## src/rtl/core/salc_pkg.sv

```systemverilog
// Shared types and constants for the set-associative LRU tag block.
// No dependencies; every other file imports this package.
package salc_pkg;

    localparam int DEF_MAX_SET_BITS = 8;
    localparam int DEF_MAX_WAYS     = 8;
    localparam int DEF_ADDR_BITS    = 32;

    localparam int SET_CFG_W  = 4;
    localparam int OFF_CFG_W  = 5;
    localparam int WAYS_CFG_W = 4;
    localparam int CFG_DATA_W = 5;
    localparam int CFG_IDX_W  = 2;
    localparam int OP_W       = 2;
    localparam int WAY_OUT_W  = 3;
    localparam int CNT_W      = 32;

    typedef enum logic [OP_W-1:0] {
        OP_IGNORE = 2'd0,
        OP_LOAD   = 2'd1,
        OP_STORE  = 2'd2,
        OP_MODIFY = 2'd3
    } opcode_t;

    typedef enum logic [CFG_IDX_W-1:0] {
        CFG_SET_BITS    = 2'd0,
        CFG_OFFSET_BITS = 2'd1,
        CFG_WAYS        = 2'd2
    } cfg_idx_t;

    typedef struct packed {
        logic clear_step;
        logic capture;
        logic read_row;
        logic commit;
        logic last;
    } ctrl_cmd_t;

    typedef struct packed {
        logic clear_last;
        logic slot_free;
    } dp_status_t;

endpackage

```

## src/rtl/core/salc_ctrl.sv

```systemverilog
// Sequencer for the LRU tag block: clearing pass, row read and commit steps.
// Depends on salc_pkg for the opcode codes and the command and status structs.
module salc_ctrl
    import salc_pkg::*;
(
    input  logic                clk,
    input  logic                rst_n,
    input  logic                in_valid,
    input  logic [OP_W-1:0]     opcode,
    output logic                in_ready,
    output ctrl_cmd_t           cmd,
    input  dp_status_t          status
);

    typedef enum logic [1:0] {
        ST_CLEAR,
        ST_IDLE,
        ST_READ,
        ST_LOOK
    } state_t;

    state_t state_reg;
    state_t state_next;
    logic   two_left_reg;
    logic   two_left_next;

    always_comb
    begin
        state_next    = state_reg;
        two_left_next = two_left_reg;
        cmd           = '0;
        in_ready      = 1'b0;
        case (state_reg)
            ST_CLEAR:
            begin
                cmd.clear_step = 1'b1;
                if (status.clear_last)
                begin
                    state_next = ST_IDLE;
                end
            end
            ST_IDLE:
            begin
                in_ready = 1'b1;
                if (in_valid && (opcode != OP_IGNORE))
                begin
                    cmd.capture   = 1'b1;
                    cmd.read_row  = 1'b1;
                    two_left_next = (opcode == OP_MODIFY);
                    state_next    = ST_LOOK;
                end
            end
            ST_READ:
            begin
                cmd.read_row = 1'b1;
                state_next   = ST_LOOK;
            end
            ST_LOOK:
            begin
                if (status.slot_free)
                begin
                    cmd.commit = 1'b1;
                    cmd.last   = !two_left_reg;
                    if (two_left_reg)
                    begin
                        two_left_next = 1'b0;
                        state_next    = ST_READ;
                    end
                    else
                    begin
                        state_next = ST_IDLE;
                    end
                end
            end
            default:
            begin
                state_next = ST_CLEAR;
            end
        endcase
    end

    always_ff @(posedge clk or negedge rst_n)
    begin
        if (!rst_n)
        begin
            state_reg    <= ST_CLEAR;
            two_left_reg <= 1'b0;
        end
        else
        begin
            state_reg    <= state_next;
            two_left_reg <= two_left_next;
        end
    end

endmodule

```

## config.mk

```make
export PLATFORM = sky130hd
export DESIGN_NAME = salc_ctrl
export DESIGN_NICKNAME = d
export VERILOG_FILES = /design/src/rtl/core/salc_pkg.sv /design/src/rtl/core/salc_ctrl.sv
export SDC_FILE = /design/constraint.sdc
export NUM_CORES = 1
export LEC_CHECK = 0
export ABC_AREA = 1
export BUFFER_PORTS_ARGS = -buffer_cell sky130_fd_sc_hd__buf_2
export CORE_AREA = 4 4 41 43
export CTS_BUF_LIST = sky130_fd_sc_hd__clkbuf_8 sky130_fd_sc_hd__clkbuf_16
export CTS_CLUSTER_DIAMETER = 80
export CTS_CLUSTER_SIZE = 16
export DETAILED_ROUTE_END_ITERATION = 6
export DIE_AREA = 0 0 45 47
export PLACE_DENSITY_LB_ADDON = 0.05
export SLEW_MARGIN = 20
export SYNTH_ARGS = -nofsm -noshare
export SYNTH_HDL_FRONTEND = slang
export SYNTH_SLANG_ARGS = --single-unit
```

## constraint.sdc

```tcl
create_clock -name clk -period 1.3 [get_ports clk]
set_input_delay 0.26 -clock clk [delete_from_list [all_inputs] [get_ports clk]]
set_output_delay 0.26 -clock clk [all_outputs]
set_load 0.02 [all_outputs]
```

==> run metrics, run 1 <==
Pleak 0.339 nW; met3 wire len 49 um; RSZ-0062 raised after global routing yes; largest net degree at the start of global routing 7; drt pass-1 iters 2; vias post-DR about 350; WL final 816 um; run status finished, violations left; Avg WL per Cell 9.38 um; die area roughly 0.0021 mm^2; crit end category output port; Max VDD drop 1.11 mV; initial DRC count 1; Layout Skew 0.107 ps; Crit Path Max Fanout 4; setup tns final -578 ps; slew margin rel. 0.789; reg2reg setup slack 70 ps; dpl cell area 424 um^2; FF-to-FF Start state_reg[1]$_DFFE_PN0P_; crit path launch type flip-flop; fin crit share 1.16; clock slew at reported path FFs approximately 30 ps; Layout Utilization 0.490; met2 wire len 383 um; max frequency 665 MHz; FF-to-FF End two_left_reg$_DFFE_PN0P_; Syn-to-layout area delta 110%; Hold Crit Class input pin to asynchronous set/reset pin; Slew Viols, Final 0; ANT cells 0; chip width roughly 45 um; CTS tree done; antenna violations before repair 0; Design Area, Final 638 um^2; Seq cells post-synth 3; # rows 13; R2R cell count 8; PnR worst setup slack -204 ps; Via-to-Cell Ratio 4.00; root buffer cell clkbuf_8; register area share after synthesis 0.247; Hold Fails Final Rpt 0; Core Footprint approximately 0.0013 mm^2; area of the multi-input gates 285 um^2; critical path class flip-flop to output port; post-detail-place hpwl slightly above 600 um; worst slew pin tran 313 ps; Register Area 77.6 um^2; total track usage 0.0911; failing checks setup timing; setup violators final 5; first-pass GRT wire length 1370 um; number of global-route vias before repair 351; Mapped Cells 48; Die Height 47 um; yosys warns 0; Final GP Congestion 0.674; Tmin final 1500 ps; Filler cells roughly 150; Num CTS Buffers 3; H-tree Lvls 1; cell area power density 2580 mW/mm^2; Max Root-Sink Buffers 2; nets 85; Post-route DRC 0; max reg flops 2; grt ovf 0; IO buf count 12; Top Metal Used met3; layout cells sized above 1 0.597; final total power 1.65 mW; critical path required time 1040 ps; syn nets 60; Synth cell types 10; DRT met1 WL 383 um; Initial Util 0.234; io pins 13; number of max-cap violations 0; Synth Area per Inst 6.33 um^2; Mapped Area between 300 and 400 um^2; Post-DRT Antenna Nets 0; worst endpoint data arrival time 1240 ps; Worst-Skew Late Latency 210 ps; worst hold slack 367 ps; clock tree sinks 3
## layout make-up
type / count / area share
clock inverters: 1 / 0.00588
repair buffers: 20 / 0.257
well taps: 15 / 0.0294
flip-flops and latches: 3 / 0.122
inverters: 12 / 0.0745
multi-input cells: 33 / 0.447
clock buffers: 3 / 0.0647
## synthesized netlist by cell type
| master | number | area [um^2] |
|---|---|---|
| ha_1 | 5 | 62.6 |
| nor3_1 | 1 | 5.00 |
| inv_1 | 12 | 45.0 |
| nand2_1 | 15 | 56.3 |
| nand3_1 | 4 | 20.0 |
| a21oi_1 | 2 | 10.0 |
| dfrtp_1 | 3 | 75.1 |
| a21oi_2 | 1 | 8.76 |
| o21ai_0 | 2 | 10.0 |
| nor2_1 | 3 | 11.3 |
## worst max-delay path, stage by stage, from the launching register on
cell and delay (ps):
dfrtp_2 440, inv_4 100, ha_4 150, nand3_4 80, a21oi_2 110, buf_4 140
## repair_timing
action,4_1_cts,5_1_grt
hold buffers,1,0
setup buffers,3,2
setup endpoints to repair,6,9
gates resized for setup,19,23
pin swaps,1,8
gates cloned,0,0
hold endpoints to repair,3,0
## where the power goes
part | internal (mW) | switching, mW | total, mW
clock | 0.200 | 0.0547 | 0.255
sequential | 0.145 | 0.0748 | 0.219
combinational | 0.593 | 0.578 | 1.17
## stage by stage
| step | worst slack (ps) | cells |
|---|---|---|
| floorplan | 2.91 | 48 |
| finish | -204 | 87 |
| global route | -280 | 87 |
| detailed placement | -40.2 | 80 |
| global placement | -45.7 | 80 |
| CTS | -199 | 87 |
## logic make-up (layout without fill, tap and decap cells)
logic type	Yosys count	after routing	synth area share
AOI/OAI and AO/OA	5	5	0.0947
adders and majority gates	5	5	0.206
buffers and inverters	12	36	0.148
DFF	3	3	0.247
and+or+nand+nor	23	23	0.304
## placed cells by master, fill, tap and decap left out
master	Yosys	layout
nand2_1	15	10
inv_1	12	8
buf_6	0	7
buf_2	0	6
buf_4	0	6
inv_2	0	4
ha_4	0	4
nand2_4	0	3
clkbuf_8	0	3
a21oi_2	1	2
nand3_1	4	2
nand2_2	0	2
nor2_1	3	2
dfrtp_2	0	2
inv_4	0	1
nand3_4	0	1
o21ai_0	2	1
a21oi_1	2	1
o21ai_1	0	1
nand3_2	0	1
nor3_1	1	1
nor2_2	0	1
ha_1	5	1
dlygate4sd3_1	0	1
dfrtp_1	3	1
## metal layers
layer / global-route usage / vias up
met5: 0 / -
met4: 0.0526 / 0
met3: 0.0230 / 0
met2: 0.144 / 9
met1: 0.112 / 148
li1: - / 191
## how the worst max path moves through the flow
| stage | to | cells past startpoint | from | slack (ps) |
|---|---|---|---|---|
| 6_report | cmd[2] | 5 | state_reg[1]$_DFFE_PN0P_ | -200 |
| 5_1_grt | cmd[2] | 5 | state_reg[1]$_DFFE_PN0P_ | -280 |
| 4_1_cts | cmd[2] | 5 | state_reg[1]$_DFFE_PN0P_ | -200 |
| 3_5_place_dp | cmd[2] | 5 | state_reg[0]$_DFFE_PN0P_ | -40 |
| 3_3_place_gp | cmd[2] | 5 | state_reg[0]$_DFFE_PN0P_ | -50 |
| 2_1_floorplan | cmd[0] | 3 | state_reg[0]$_DFFE_PN0P_ | 3 |
(Power assumes the default switching activity.)
==> run 2, diff against run 1 <==
--- a/config.mk
+++ b/config.mk
@@ -5,7 +5,6 @@
 export SDC_FILE = /design/constraint.sdc
 export NUM_CORES = 1
 export LEC_CHECK = 0
-export ABC_AREA = 1
 export BUFFER_PORTS_ARGS = -buffer_cell sky130_fd_sc_hd__buf_2
 export CORE_AREA = 4 4 41 43
 export CTS_BUF_LIST = sky130_fd_sc_hd__clkbuf_8 sky130_fd_sc_hd__clkbuf_16
==> constraint.sdc (replaced) <==
create_clock -name clk -period 1.6 [get_ports clk]
set_input_delay 0.32 -clock clk [delete_from_list [all_inputs] [get_ports clk]]
set_output_delay 0.32 -clock clk [all_outputs]
set_load 0.02 [all_outputs]
==> run metrics, run 2 <==
run status finished, violations left; failing checks setup timing; WL final 874 um; Max VDD drop 0.694 mV; Sw Ratio 0.407; layout cells sized above 1 0.585; Logic pwr share 0.679; total track usage 0.0949; Design Area, Final around 530 um^2; Die Height 47 um; Synth cell types 18; Post-route DRC 0; cell area power density 2200 mW/mm^2; Max Root-Sink Buffers 2; io pins 13; Synth area leader dfrtp_1; max frequency 616 MHz; Seq cells post-synth 3; Pleak 0.252 nW; slew margin rel. 0.834; grt ovf 0; clock tree sinks 3; crit end category output port; commonest non-fill, non-tap cell in the layout buf_2; dpl cell area 409 um^2; top-count cell post-synth ha_1; number of synthesized flops with an enable pin 0; largest net degree at the start of global routing 6; yosys warns 0; Core Footprint 0.00130 mm^2; top cells by area, synth dfrtp_1 (24%), ha_1 (20%), a221oi_4 (8.5%), a2bb2oi_2 (4.9%), inv_1 (4.9%); Num CTS Buffers 3; # rows 13; clock share of power 0.181; fin crit share 1.01; Initial Util 0.237; antenna violations before repair 0; syn nets 42; most frequent cells in the layout buf_2 (11), buf_4 (6), inv_1 (4), clkbuf_8 (3); R2R cell count 6; Layout Skew 4.66 ps; IO buf count 12; Crit Path Max Fanout 5; Post-DRT Antenna Nets 0; PnR worst setup slack -22.8 ps; initial DRC count 5; worst slack after detailed placement 155 ps; setup violators final 1; Syn-to-layout area delta 72.0%; share of power burned in registers 0.139; crit path launch type flip-flop; root buffer cell clkbuf_8; Worst-Skew Late Latency 210 ps; H-tree Lvls 1; nets between 60 and 70; Top FF cell, synth dfrtp_1; number of max-cap violations 0; Avg WL per Cell 12.9 um; drt pass-1 iters 4; Layout Utilization 0.407; max reg flops 2; register area share after synthesis 0.244; Slew Viols, Final 0; ANT cells 0; Synth top cells by count ha_1 (5), inv_1 (4), dfrtp_1 (3); Hold Crit Class input pin to asynchronous set/reset pin; ys async rst share 1.00; Hold Fails Final Rpt 0; die area about 0.0021 mm^2; CTS tree done; Sw Pwr 0.474 mW; Mapped Area 308 um^2; clock slew at reported path FFs around 30 ps; Tmin final 1620 ps; number of global-route vias before repair between 300 and 400; cell-internal power just under 0.7 mW; Final GP Congestion 0.753; Via-to-Cell Ratio around 4.6; worst slew pin tran ~250 ps; critical path required time between 1000 and 1500 ps; critical path class flip-flop to output port; first-pass GRT wire length between 1000 and 1500 um; top-area cell type share of the netlist area 0.244; chip width 45 um; Filler cells 139; Synth Area per Inst between 10 and 15 um^2; vias post-DR about 310; RSZ-0062 raised after global routing yes; worst endpoint data arrival time 1300 ps; Mapped Cells 30; post-detail-place hpwl 633 um
-- run 2: cell types whose count changed in the layout (fill, tap and decap cells not counted), moves of 2 or more --
cell     change
inv_2        -3
nand2_2      -2
a21oi_2      -2
ha_4         -2
inv_1        -4
nor2_1       -2
nand3_1      -2
nand2_1      -8
buf_6        -6
buf_2        +5
nand2_4      -3
and2_1       +2
-- run 2: through the flow --
| step | hold slack [ps] | setup TNS (ps) | total power [mW] | cells |
|---|---|---|---|---|
| 2_1_floorplan | 24.4 | 0 | 0.618 | 30 |
| 3_3_place_gp | 118 | 0 | 0.789 | 59 |
| 3_5_place_dp | 119 | 0 | 0.792 | 59 |
| 4_1_cts | 430 | -29.9 | 1.07 | 66 |
| 5_1_grt | 450 | -166 | 1.26 | 68 |
| 6_report | 435 | -22.8 | 1.17 | 68 |
-- run 2: worst paths after layout --
kind / from / end / slack (ps)
worst max-delay path: state_reg[0]$_DFFE_PN0P_ / cmd[0] / -20
worst min-delay path: rst_n / state_reg[1]$_DFFE_PN0P_ / 430
worst max register to register: state_reg[1]$_DFFE_PN0P_ / state_reg[0]$_DFFE_PN0P_ / 190
worst min register to register: two_left_reg$_DFFE_PN0P_ / two_left_reg$_DFFE_PN0P_ / 580
max in group asynchronous: rst_n / state_reg[0]$_DFFE_PN0P_ / 1040
min in group clk: opcode[1] / two_left_reg$_DFFE_PN0P_ / 450
-- run 2: area by class of cell --
class	count	area (um^2)	area share
Sequential cell	3	76.3	0.144
Timing Repair Buffer	19	121	0.229
Clock inverter	1	3.75	0.00709
Multi-Input combinational cell	23	253	0.478
Tap cell	15	18.8	0.0355
Inverter	4	15.0	0.0284
Clock buffer	3	41.3	0.0780
-- run 2: worst max-delay path, stage by stage (launching register included) --
cell and delay (ps):
dfrtp_2 440, ha_2 210, and2_1 140, and2_1 150, buf_2 150
-- run 2: kinds of logic (layout without fill, tap and decap cells) --
| family | count (synthesis) | after routing | share of synthesized area |
|---|---|---|---|
| flip-flops | 3 | 3 | 0.244 |
| buffers and inverters | 4 | 27 | 0.0488 |
| AND/OR/NAND/NOR | 7 | 7 | 0.146 |
| AO/OA/AOI/OAI | 10 | 10 | 0.325 |
| multiplexers | 1 | 1 | 0.0325 |
| adder cells (fa/ha/maj) | 5 | 5 | 0.203 |
-- run 2: what timing repair did --
action                                  CTS  global route
setup buffers                             2             2
resized for setup                         5             3
hold buffers                              1             0
pin swaps                                 0             1
endpoints found under the hold margin     3             0
endpoints found under the setup margin    2             2
-- run 2: power by group through the flow --
stage | Sequential [mW] | Clock, mW | Combinational, mW
after CTS | 0.157 | 0.219 | 0.697
after global routing | 0.170 | 0.226 | 0.868
final | 0.162 | 0.211 | 0.792
after detailed placement | 0.154 | 0 | 0.639
after global placement | 0.153 | 0 | 0.637
after floorplan | 0.145 | 0 | 0.472
-- run 2: per-layer routing --
layer	vias to the layer above	global-route usage	share of wire
met2	14	0.153	0.46
met1	143	0.100	0.43
met5	-	0	0
met3	0	0.0613	0.11
li1	157	-	-
met4	0	0.0351	0
